**src/rtl/clm_pkg.sv**
```systemverilog
package clm_pkg;

  localparam int LOCK_IDX_W   = 8;
  localparam int CLIENT_IDX_W = 3;
  localparam int SEARCH_MAX   = 8;

  typedef enum logic [1:0] {
    CTRL_CLEAR  = 2'd0,
    CTRL_IDLE   = 2'd1,
    CTRL_MODIFY = 2'd2
  } ctrl_state_t;

  typedef enum logic [1:0] {
    MODE_FREE     = 2'd0,
    MODE_LOCKED   = 2'd1,
    MODE_WAITED   = 2'd2,
    MODE_RETRYING = 2'd3
  } mode_t;

  typedef enum logic [1:0] {
    STAT_OK     = 2'd0,
    STAT_RETRY  = 2'd1,
    STAT_NOENT  = 2'd2,
    STAT_BADREL = 2'd3
  } status_t;

  typedef enum logic [1:0] {
    MSG_NONE   = 2'd0,
    MSG_REVOKE = 2'd1,
    MSG_RETRY  = 2'd2
  } msg_kind_t;

  typedef struct packed {
    logic clear;
    logic capture;
    logic commit;
  } cmd_t;

  typedef struct packed {
    logic clear_last;
    logic out_busy;
  } sts_t;

endpackage

```
**src/rtl/clm_ctrl.sv**
```systemverilog
module clm_ctrl (
  input  logic          clk,
  input  logic          rst_n,
  input  logic          in_valid,
  output logic          in_stall,
  input  clm_pkg::sts_t sts,
  output clm_pkg::cmd_t cmd
);

  clm_pkg::ctrl_state_t state_r;
  clm_pkg::ctrl_state_t state_nxt;

  always_ff @(posedge clk) begin
    if (!rst_n) begin
      state_r <= clm_pkg::CTRL_CLEAR;
    end else begin
      state_r <= state_nxt;
    end
  end

  always_comb begin
    state_nxt = state_r;
    case (state_r)
      clm_pkg::CTRL_CLEAR: begin
        if (sts.clear_last) state_nxt = clm_pkg::CTRL_IDLE;
      end
      clm_pkg::CTRL_IDLE: begin
        if (in_valid) state_nxt = clm_pkg::CTRL_MODIFY;
      end
      clm_pkg::CTRL_MODIFY: begin
        if (!sts.out_busy) state_nxt = clm_pkg::CTRL_IDLE;
      end
      default: begin
        state_nxt = clm_pkg::CTRL_CLEAR;
      end
    endcase
  end

  always_comb begin
    cmd      = '0;
    in_stall = 1'b1;
    case (state_r)
      clm_pkg::CTRL_CLEAR: begin
        cmd.clear = 1'b1;
      end
      clm_pkg::CTRL_IDLE: begin
        in_stall    = 1'b0;
        cmd.capture = in_valid;
      end
      clm_pkg::CTRL_MODIFY: begin
        cmd.commit = !sts.out_busy;
      end
      default: begin
        cmd = '0;
      end
    endcase
  end

endmodule

```
**src/rtl/clm_dp.sv**
```systemverilog
module clm_dp #(
  parameter int LOCK_COUNT   = 256,
  parameter int CLIENT_COUNT = 8
) (
  input  logic                                clk,
  input  logic                                rst_n,
  input  clm_pkg::cmd_t                       cmd,
  output clm_pkg::sts_t                       sts,
  input  logic                                in_func,
  input  logic [clm_pkg::LOCK_IDX_W-1:0]      in_lock_index,
  input  logic [clm_pkg::CLIENT_IDX_W-1:0]    in_client_index,
  output logic                                out_valid,
  input  logic                                out_stall,
  output logic [1:0]                          out_status,
  output logic [1:0]                          out_message_kind,
  output logic [clm_pkg::CLIENT_IDX_W-1:0]    out_message_client,
  output logic [clm_pkg::LOCK_IDX_W-1:0]      out_message_lock
);

  localparam int LOCK_W   = $clog2(LOCK_COUNT);
  localparam int CLIENT_W = $clog2(CLIENT_COUNT);
  localparam int STATE_W  = 3 + CLIENT_COUNT;
  localparam int SEARCH_N =
    (CLIENT_COUNT < clm_pkg::SEARCH_MAX) ? CLIENT_COUNT : clm_pkg::SEARCH_MAX;

  logic [STATE_W-1:0]  mem_state [LOCK_COUNT];
  logic [CLIENT_W-1:0] mem_holder [LOCK_COUNT];

  logic [LOCK_W-1:0]   clr_cnt_r;
  logic [LOCK_W-1:0]   clr_cnt_nxt;

  logic                              req_func_r;
  logic                              req_ok_r;
  logic [LOCK_W-1:0]                 req_addr_r;
  logic [clm_pkg::LOCK_IDX_W-1:0]    req_lock_r;
  logic [clm_pkg::CLIENT_IDX_W-1:0]  req_client_r;
  logic [STATE_W-1:0]                st_rd_r;
  logic [CLIENT_W-1:0]               hold_rd_r;

  logic                              out_valid_r;
  logic                              out_valid_nxt;
  logic [1:0]                        out_status_r;
  logic [1:0]                        out_kind_r;
  logic [clm_pkg::CLIENT_IDX_W-1:0]  out_client_r;
  logic [clm_pkg::LOCK_IDX_W-1:0]    out_lock_r;

  logic                              in_ok;
  logic [LOCK_W-1:0]                 rd_addr;

  logic                              present;
  clm_pkg::mode_t                    mode_eff;
  logic [CLIENT_COUNT-1:0]           wait_eff;
  logic [CLIENT_COUNT-1:0]           cl_bit;
  logic [CLIENT_COUNT-1:0]           wait_less;
  logic [clm_pkg::CLIENT_IDX_W-1:0]  low_waiter;

  clm_pkg::mode_t                    new_mode;
  logic [CLIENT_COUNT-1:0]           new_wait;
  logic [CLIENT_W-1:0]               new_holder;
  logic                              we_state;
  logic                              we_holder;
  clm_pkg::status_t                  res_status;
  clm_pkg::msg_kind_t                res_kind;
  logic [clm_pkg::CLIENT_IDX_W-1:0]  res_dest;

  logic                              wr_en;
  logic [LOCK_W-1:0]                 wr_addr;
  logic [STATE_W-1:0]                wr_data;

  function automatic logic [clm_pkg::CLIENT_IDX_W-1:0] lowest(
    input logic [CLIENT_COUNT-1:0] bits
  );
    logic [clm_pkg::CLIENT_IDX_W-1:0] idx;
    idx = '0;
    for (int i = SEARCH_N - 1; i >= 0; i--) begin
      if (bits[i]) idx = clm_pkg::CLIENT_IDX_W'(i);
    end
    return idx;
  endfunction

  assign in_ok = (32'(in_lock_index) < LOCK_COUNT) && (32'(in_client_index) < CLIENT_COUNT);
  assign rd_addr = in_ok ? LOCK_W'(in_lock_index) : '0;

  assign clr_cnt_nxt = cmd.clear ? clr_cnt_r + LOCK_W'(1) : clr_cnt_r;

  always_ff @(posedge clk) begin
    if (!rst_n) begin
      clr_cnt_r <= '0;
    end else begin
      clr_cnt_r <= clr_cnt_nxt;
    end
  end

  assign sts.clear_last = (clr_cnt_r == LOCK_W'(LOCK_COUNT - 1));
  assign sts.out_busy   = out_valid_r && out_stall;

  always_ff @(posedge clk) begin
    if (cmd.capture) begin
      req_func_r   <= in_func;
      req_ok_r     <= in_ok;
      req_addr_r   <= rd_addr;
      req_lock_r   <= in_lock_index;
      req_client_r <= in_client_index;
      st_rd_r      <= mem_state[rd_addr];
      hold_rd_r    <= mem_holder[rd_addr];
    end
  end

  assign present   = st_rd_r[STATE_W-1];
  assign mode_eff  = present ? clm_pkg::mode_t'(st_rd_r[STATE_W-2:STATE_W-3])
                             : clm_pkg::MODE_FREE;
  assign wait_eff  = present ? st_rd_r[CLIENT_COUNT-1:0] : '0;
  assign cl_bit    = CLIENT_COUNT'(1) << req_client_r;
  assign wait_less = wait_eff & ~cl_bit;
  assign low_waiter = lowest(wait_eff);

  always_comb begin
    new_mode   = mode_eff;
    new_wait   = wait_eff;
    new_holder = hold_rd_r;
    we_state   = 1'b0;
    we_holder  = 1'b0;
    res_status = clm_pkg::STAT_OK;
    res_kind   = clm_pkg::MSG_NONE;
    res_dest   = '0;
    if (!req_ok_r) begin
      res_status = clm_pkg::STAT_NOENT;
    end else if (!req_func_r) begin
      we_state = 1'b1;
      case (mode_eff)
        clm_pkg::MODE_FREE: begin
          new_mode   = clm_pkg::MODE_LOCKED;
          new_holder = CLIENT_W'(req_client_r);
          we_holder  = 1'b1;
        end
        clm_pkg::MODE_LOCKED: begin
          new_mode   = clm_pkg::MODE_WAITED;
          new_wait   = wait_eff | cl_bit;
          res_kind   = clm_pkg::MSG_REVOKE;
          res_dest   = clm_pkg::CLIENT_IDX_W'(hold_rd_r);
          res_status = clm_pkg::STAT_RETRY;
        end
        clm_pkg::MODE_WAITED: begin
          new_wait   = wait_eff | cl_bit;
          res_status = clm_pkg::STAT_RETRY;
        end
        default: begin
          if ((wait_eff & cl_bit) != '0) begin
            new_wait   = wait_less;
            new_holder = CLIENT_W'(req_client_r);
            we_holder  = 1'b1;
            if (wait_less != '0) begin
              new_mode = clm_pkg::MODE_WAITED;
              res_kind = clm_pkg::MSG_REVOKE;
              res_dest = req_client_r;
            end else begin
              new_mode = clm_pkg::MODE_LOCKED;
            end
          end else begin
            new_wait   = wait_eff | cl_bit;
            res_status = clm_pkg::STAT_RETRY;
          end
        end
      endcase
    end else if (!present) begin
      res_status = clm_pkg::STAT_NOENT;
    end else begin
      case (mode_eff)
        clm_pkg::MODE_LOCKED: begin
          new_mode   = clm_pkg::MODE_FREE;
          new_holder = '0;
          we_state   = 1'b1;
          we_holder  = 1'b1;
        end
        clm_pkg::MODE_WAITED: begin
          new_mode   = clm_pkg::MODE_RETRYING;
          new_holder = '0;
          we_state   = 1'b1;
          we_holder  = 1'b1;
          res_kind   = clm_pkg::MSG_RETRY;
          res_dest   = low_waiter;
        end
        default: begin
          res_status = clm_pkg::STAT_BADREL;
        end
      endcase
    end
  end

  assign wr_en   = cmd.clear || (cmd.commit && we_state);
  assign wr_addr = cmd.clear ? clr_cnt_r : req_addr_r;
  assign wr_data = cmd.clear ? '0 : {1'b1, new_mode, new_wait};

  always_ff @(posedge clk) begin
    if (wr_en) begin
      mem_state[wr_addr] <= wr_data;
    end
    if (cmd.commit && we_holder) begin
      mem_holder[req_addr_r] <= new_holder;
    end
  end

  always_comb begin
    out_valid_nxt = out_valid_r;
    if (out_valid_r && !out_stall) out_valid_nxt = 1'b0;
    if (cmd.commit) out_valid_nxt = 1'b1;
  end

  always_ff @(posedge clk) begin
    if (!rst_n) begin
      out_valid_r <= 1'b0;
    end else begin
      out_valid_r <= out_valid_nxt;
    end
  end

  always_ff @(posedge clk) begin
    if (cmd.commit) begin
      out_status_r <= res_status;
      out_kind_r   <= res_kind;
      out_client_r <= (res_kind != clm_pkg::MSG_NONE) ? res_dest : '0;
      out_lock_r   <= (res_kind != clm_pkg::MSG_NONE) ? req_lock_r : '0;
    end
  end

  assign out_valid          = out_valid_r;
  assign out_status         = out_status_r;
  assign out_message_kind   = out_kind_r;
  assign out_message_client = out_client_r;
  assign out_message_lock   = out_lock_r;

endmodule

```
**src/rtl/caching_lock_manager.sv**
```systemverilog
// channel | handshake           | payload
// --------+---------------------+-----------------------------------------------
// in      | in_valid / in_stall | in_func, in_lock_index, in_client_index
// out     | out_valid/out_stall | out_status, out_message_kind,
//         |                     | out_message_client, out_message_lock
//
// Each request first reads its lock entry through the registered read port, then
// modifies it, writes it back and loads the output register.
// After reset a clearing pass sweeps every entry of the lock state table; in_stall
// stays high meanwhile.
// A stalled result holds the next request in its modify cycle until the transfer.
module caching_lock_manager #(
  parameter int LOCK_COUNT   = 256,
  parameter int CLIENT_COUNT = 8
) (
  input  logic                             clk,
  input  logic                             rst_n,
  input  logic                             in_valid,
  output logic                             in_stall,
  input  logic                             in_func,
  input  logic [clm_pkg::LOCK_IDX_W-1:0]   in_lock_index,
  input  logic [clm_pkg::CLIENT_IDX_W-1:0] in_client_index,
  output logic                             out_valid,
  input  logic                             out_stall,
  output logic [1:0]                       out_status,
  output logic [1:0]                       out_message_kind,
  output logic [clm_pkg::CLIENT_IDX_W-1:0] out_message_client,
  output logic [clm_pkg::LOCK_IDX_W-1:0]   out_message_lock
);

  clm_pkg::cmd_t cmd;
  clm_pkg::sts_t sts;

  clm_ctrl u_ctrl (
    .clk      (clk),
    .rst_n    (rst_n),
    .in_valid (in_valid),
    .in_stall (in_stall),
    .sts      (sts),
    .cmd      (cmd)
  );

  clm_dp #(
    .LOCK_COUNT   (LOCK_COUNT),
    .CLIENT_COUNT (CLIENT_COUNT)
  ) u_dp (
    .clk                (clk),
    .rst_n              (rst_n),
    .cmd                (cmd),
    .sts                (sts),
    .in_func            (in_func),
    .in_lock_index      (in_lock_index),
    .in_client_index    (in_client_index),
    .out_valid          (out_valid),
    .out_stall          (out_stall),
    .out_status         (out_status),
    .out_message_kind   (out_message_kind),
    .out_message_client (out_message_client),
    .out_message_lock   (out_message_lock)
  );

  a_commit_free: assert property (@(posedge clk) disable iff (!rst_n)
    cmd.commit |-> !(out_valid && out_stall))
    else $error("result loaded while output register holds a stalled result");

  a_clear_stall: assert property (@(posedge clk) disable iff (!rst_n)
    cmd.clear |-> in_stall)
    else $error("request accepted during clearing pass");

  a_accept_gap: assert property (@(posedge clk) disable iff (!rst_n)
    (in_valid && !in_stall) |=> in_stall)
    else $error("request accepted back to back");

  a_commit_out: assert property (@(posedge clk) disable iff (!rst_n)
    cmd.commit |=> out_valid)
    else $error("committed result not presented");

endmodule
```
**config.mk**
```make
export PLATFORM = sky130hd
export DESIGN_NAME = caching_lock_manager
export DESIGN_NICKNAME = d
export VERILOG_FILES = /design/src/rtl/clm_pkg.sv /design/src/rtl/clm_ctrl.sv /design/src/rtl/clm_dp.sv /design/src/rtl/caching_lock_manager.sv
export SDC_FILE = /design/constraint.sdc
export NUM_CORES = 2
export LEC_CHECK = 0
export BUFFER_PORTS_ARGS = -buffer_cell sky130_fd_sc_hd__buf_2
export CAP_MARGIN = 20
export CELL_PAD_IN_SITES_DETAIL_PLACEMENT = 2
export CELL_PAD_IN_SITES_GLOBAL_PLACEMENT = 2
export CORE_MARGIN = 1.5
export CORE_UTILIZATION = 30
export CTS_CLUSTER_DIAMETER = 40
export DETAILED_ROUTE_END_ITERATION = 10
export PLACE_DENSITY = 0.51
export SETUP_SLACK_MARGIN = 0.3
export SYNTH_ARGS = -nofsm -noshare
export SYNTH_HDL_FRONTEND = slang
export SYNTH_HIERARCHICAL = 1
export SYNTH_SLANG_ARGS = --single-unit
```
**constraint.sdc**
```tcl
create_clock -name clk -period 19.83 [get_ports clk]
set_input_delay 0.9915 -clock clk [delete_from_list [all_inputs] [get_ports clk]]
set_output_delay 0.9915 -clock clk [all_outputs]
set_load 0.05 [all_outputs]
```
[After elaboration in Yosys (flattened, before gate mapping)]
Memories as Yosys holds them, arrays and structs flattened. A register that Yosys moved wholly into a read port is not among the register bits.
Cells that the tools add are included.
Storage, ports and cells
  register bits after elaboration: 38
  bits in latches: 0
  RAM bits: 3584
  ROM bits: 0
  input port bits: 16
  output and inout bits: 17
  word-level logic and storage cells: 105
  memories kept: 2
Memories
  u_dp.mem_state: depth 256, width 11, rd ports 1, clocked after memory_dff 1, wr ports 1, RTL line clm_dp.sv:26  | logic [STATE_W-1:0] mem_state [LOCK_COUNT];
  u_dp.mem_holder: depth 256, width 3, rd ports 1, clocked after memory_dff 1, wr ports 1, RTL line clm_dp.sv:27  | logic [CLIENT_W-1:0] mem_holder [LOCK_COUNT];
Operators by class
  add/subtract/negate cells: 1
  multiply operators: 0
  divide/modulo/power cells: 0
  magnitude comparators: 0
  equality and inequality tests: 8
  shift operators: 1
  multiplexer cells: 63
  bitwise gates (word level): 4
  reductions and logical operators: 16
Operators by type and width (count)
  3-bit two-way mux: 17
  8-bit two-way mux: 4
  2-bit two-way mux: 15
  1-bit two-way mux: 17
  8-bit AND: 2
  8-bit one-hot mux with 2 select lines: 1
  8-bit nonzero test: 2
  2-bit one-hot mux with 2 select lines: 3
  2-bit one-hot mux with 3 select lines: 2
  3-bit one-hot mux with 2 select lines: 2
  11-bit two-way mux: 1
  8-bit by 1-bit adder with 8-bit output, second input constant: 1
  8-bit == test, second input constant: 1
  8-bit inverter: 1
  8-bit bitwise OR: 1
  1-bit by 3-bit left shift with 8-bit output, first input constant: 1
  2-bit inequality test, second input constant: 3
  2-bit by 1-bit == test with 1-bit output, second input constant: 2
  2-bit == test, second input constant: 2
  1-bit logical AND: 4
  2-bit zero test: 2
  2-bit nonzero test: 2
  2-bit OR reduction: 2
  3-bit AND reduction: 1
  other kinds (3): 4

[Logic depth before layout (Yosys ltp)]
  depth in word-level cells: 12
  gate-level depth with buffers: 11
  gate-level depth less buffers: 8

[Cells and area by module]
Netlist, hierarchy kept.
Modules (own cells, without submodules)
  clm_dp: times used 1, cells each 7020, area each 143704.1 sq um, sequential area each 109034.6 sq um
  clm_ctrl: times used 1, cells each 13, area each 115.1 sq um, sequential area each 40.0 sq um

[Worst setup path after synthesis]
Ideal clock, no wire load.
  kind: register to register
  from: register u_dp.st_rd_r[10], read port of u_dp.mem_state
  to: memory u_dp/mem_state[0][1] (netlist bit) (data pin)
  library setup time: 2245 ps
  arrival: 12218 ps
  data required time: 17585 ps
  setup slack: 5366 ps
  stages on the path, launching flop included: 10
  path buffers: 3
  period minus slack after synthesis: 14464 ps
  cells stage by stage: edfxtp_1 > clkbuf_1 > nand2_1 > inv_1 > ha_1 > clkbuf_1 > o311ai_1 > clkbuf_1 > o21ai_0 > a211oi_1
Between the ends
  word-level cells in the longest chain between the ends: 7
  elaborated cells between the ends (all ways): 14
  classes of those cells: eq/ne: 2; mux: 6; bitwise: 3; reduce/logical: 3
Ends and longest elaborated chain
  from (decl): RTL line clm_dp.sv:37  | logic [STATE_W-1:0] st_rd_r;
  8-bit two-way mux: RTL line clm_dp.sv:112  | assign wait_eff = present ? st_rd_r[CLIENT_COUNT-1:0] : '0;
  8-bit AND: RTL line clm_dp.sv:148  | if ((wait_eff & cl_bit) != '0) begin
  8-bit nonzero test: RTL line clm_dp.sv:148
  8-bit two-way mux: RTL line clm_dp.sv:148
  8-bit one-hot mux with 2 select lines: RTL line clm_dp.sv:130  | case (mode_eff)
  8-bit two-way mux *: RTL line clm_dp.sv:128  | end else if (!req_func_r) begin
  11-bit two-way mux *: RTL line clm_dp.sv:192  | assign wr_data = cmd.clear ? '0 : {1'b1, new_mode, new_wait};
  via u_dp.wr_data[1]: RTL line clm_dp.sv:68  | logic [STATE_W-1:0] wr_data;
  to (decl): RTL line clm_dp.sv:26
Mark *: on every way through the listed nets, which the timed path passes. The rest lies on a longest branch.

==> metrics.md <==
| Metric | Value |
|---|---|
| Outcome | `complete, no violations` |
| Post-Place Cell Area | `0.153 mm^2` |
| Reg clk slew, reported paths | `around 50 ps` |
| Flops & latches, synth | `3636` |
| Combinational share of power | `0.026` |
| Met2 Track Usage GR | `0.319` |
| Crit-path max FO | `70` |
| Worst Setup Start Kind | `input port` |
| Worst-Margin Slew | `1390 ps` |
| Final Skew | `53.4 ps` |
| Synth Area per Inst | `20.4 um^2` |
| CTS sink cnt | `3636` |
| Width of the chip | `around 700 um` |
| Max_slew headroom | `0.0723` |
| Vias | `75773` |
| IO Pins | `33` |
| Setup Fix Bufs, Post-CTS | `0` |
| Reg area | `around 0.11 mm^2` |
| WP data arrival | `6550 ps` |
| Root Driver | `clkbuf_16` |
| Filler cell count | `around 46000` |
| Detailed Route WL | `479 mm` |
| Busiest layer in global routing | `met2` |
| FF-to-FF End | `u_dp/mem_holder[14][2]` |
| # H-tree levels | `6` |
| Multi-input gate area | `0.0319 mm^2` |
| Starting Density | `0.301` |
| Area growth syn-to-layout | `20.4%` |
| CTS buffer count | `roughly 570` |
| Switch share | `0.218` |
| DRC errors left | `0` |
| Ys flop type | `edfxtp_1` |
| Worst hold path class | `in2reg` |
| Hold Path End | `u_dp/req_client_r[0]` |
| Row cnt | `between 200 and 300` |
| PD cells | `112 mW/mm^2` |
| VDD IR-drop max | `116 uV` |
| Crit-path max cell delay | `820 ps` |
| Hold slack | `177 ps` |
| Worst-Skew Late Latency | `1050 ps` |
| Antenna violations before repair | `27` |
| P_leak | `approximately 60 nW` |
| Synthesized instance count | `7033` |
| Clock group share of total power | `0.542` |
| Final #Nets | `about 7600` |
| Post-route ant nets | `0` |
| Period utilization | `0.292` |
| Count of final hold-check violations | `0` |
| Share of layout cells above drive strength 1 | `0.286` |
| Setup TNS | `0 ps` |
| Most frequent cells in the layout | `edfxtp_1 (3625), mux4_2 (686), clkbuf_16 (581), buf_4 (377), nor2_1 (321)` |
| Detailed placement HPWL | `between 200 and 300 mm` |
| Max-cap violations | `0` |
| Internal Power | `15.1 mW` |
| Warnings from Yosys | `6` |
| CP max stage cell | `buf_4` |
| GR Util met3 | `0.0305` |
| Die area | `0.484 mm^2` |
| WHS Path Cells | `1` |
| Post-synth cell types | `89` |
| DR pass1 iterations | `5` |
| Drt wl/cell | `33.1 um` |
| Asr flop ratio synth | `0` |
| I/O Buffers | `32` |
| Reg-to-reg slack, setup | `14490 ps` |
| TritonCTS clock tree | `yes` |
| Switching power | `4.21 mW` |
| CP cell instances | `buf_12 -> buf_4 -> buf_4 -> buf_4 -> buf_4 -> mux4_2 -> a2111oi_0 -> o32ai_1 -> nor3_1 -> nor3_1` |
| Resize count post-CTS | `0` |
| Worst-case reg-to-reg path depth | `8` |
| Worst hold start | `in_client_index[0]` |
| Period minus WS final | `5790 ps` |
| WS Path Type | `in2reg` |
| Peak Freq | `between 150 and 200 MHz` |
| CP Capture Type | `register` |
| Worst r2r src | `u_dp/req_client_r[0]` |
| Met1 usage | `0.276` |
| CP dominant cell by count | `buf_4` |
| Fin cells | `14483` |
| Largest net degree at the start of global routing | `206` |
| RSZ-0062 raised after global routing | `no` |
| Synthesized area | `0.144 mm^2` |
| Sequential share of power | `0.432` |
| RePlAce Congestion | `about 0.77` |
| Worst-case clock buffer depth | `4` |
| Placed cell count | `13414` |
| Die Span Y | `695 um` |
| Vias in the first global route | `82425` |
| Mapped Nets | `7054` |
| Post-DR vias/cell | `5.23` |
| Total track usage | `0.195` |
| Placeable Area | `between 0.4 and 0.5 mm^2` |
| CTS Hold Buffers Added | `0` |
| Final count of pins violating max slew | `0` |
| Final Setup Violations | `0` |
| DRT iter0 DRCs | `6334` |
| Final Cell Area | `0.173 mm^2` |
| First-pass GRT wire length | `around 670 mm` |
| Commonest non-fill, non-tap cell in the layout | `edfxtp_1` |
| Worst endpoint required time | `between 20000 and 25000 ps` |
| GR Overflow Total | `0` |
| Sequential cell area fraction in the yosys report | `0.758` |
| EDFF count, synth | `3625` |
worst max-delay path by stage:
stage                      from                    to  cells past startpoint
2_1_floorplan  u_dp/st_rd_r[10]  u_dp/mem_state[0][1]                      9
3_3_place_gp   in_lock_index[0]     u_dp/hold_rd_r[0]                     10
3_5_place_dp   in_lock_index[0]     u_dp/hold_rd_r[0]                     10
4_1_cts        in_lock_index[0]     u_dp/hold_rd_r[0]                     10
5_1_grt        in_lock_index[0]     u_dp/hold_rd_r[0]                     10
6_report       in_lock_index[0]     u_dp/hold_rd_r[0]                     10
Yosys cell counts, drive strengths merged, types with 8 or more instances:
cell type,number,area (um^2)
a21oi,135,679
o31ai,16,120
a221oi,46,403
mux2,12,135
dfxtp,11,220
nand3b,8,60.1
o21ai,44,220
buf,278,2470
o22ai,67,419
nand3,36,180
nor2,360,1350
and2,40,251
o22a,9,78.8
a21boi,15,113
o211ai,10,75.1
mux2i,313,3130
nand2,147,552
a22o,54,474
nand2b,33,206
o32ai,33,289
a311oi,11,96.3
o2bb2ai,22,193
nor3,41,210
a2111oi,14,129
inv,14,52.6
nor2b,23,144
a211oi,28,220
clkbuf,214,838
nand4,9,56.3
edfxtp,3625,109000
mux4,729,16600
nor4,254,2030
a22oi,206,1550
or2,9,56.3
a31oi,31,194
o221ai,60,538
sequential cells by signal, indices dropped and copies added, names as in the netlist:
name / flops
u_dp/out_message_kind: 2
u_dp/out_status: 2
u_ctrl/state_r: 2
u_dp/out_message_client: 3
u_dp/clr_cnt_r: 8
u_dp/st_rd_r: 11
u_dp/mem_holder: 768
u_dp/hold_rd_r: 3
u_dp/req_lock_r: 8
u_dp/mem_state: 2816
u_dp/out_valid: 1
u_dp/req_func_r: 1
u_dp/out_message_lock: 8
u_dp/req_client_r: 3
power groups by stage:
stage	Combinational, mW	Clock, mW	Sequential, mW
finish	0.500	10.5	8.34
global route	0.524	11.0	8.34
CTS	0.512	10.7	8.34
detailed placement	0.510	0	8.50
global placement	0.507	0	8.50
floorplan	0.307	0	8.50
cells by family (layout without fill, tap and decap cells):
logic type,after synthesis,after routing,share of synthesized area
mux,1054,1054,0.138
buf+inv,511,1549,0.0236
simple gates,983,983,0.0367
other cells,0,12,0
compound gates,838,838,0.0425
flops,3636,3636,0.758
xor+xnor,6,6,0.000365
fa+ha+maj,5,5,0.000435
layer usage:
layer / part of all wire / routed length [um]
met1: 0.45 / 215000
met2: 0.48 / 229000
met3: 0.052 / 24900
met4: 0.022 / 10500
met5: 0.000088 / 42
cell type report:
class / instances / area share
Tap cell: 6400 / 0.0462
Sequential cell: 3636 / 0.630
Inverter: 16 / 0.000405
Clock inverter: 412 / 0.0305
Antenna cell: 12 / 0.000173
Timing Repair Buffer: 482 / 0.0230
Clock buffer: 639 / 0.0853
Multi-Input combinational cell: 2886 / 0.184
critical path, delay by kind of cell:
family / cells / cell delay (ps)
buffers and inverters: 5 / 3180
AOI/OAI and AO/OA: 2 / 900
and+or+nand+nor: 2 / 630
muxes: 1 / 590
stage by stage:
stage                      util  total power [mW]  setup slack (ps)
after detailed placement  0.320              9.01             12860
after CTS                 0.362              19.5             14000
final                     0.362              19.3             14040
after global placement    0.318              9.00             12960
after floorplan               -              8.80              5370
after global routing      0.362              19.8             13740
No activity file was read; power rests on OpenSTA's default activity.
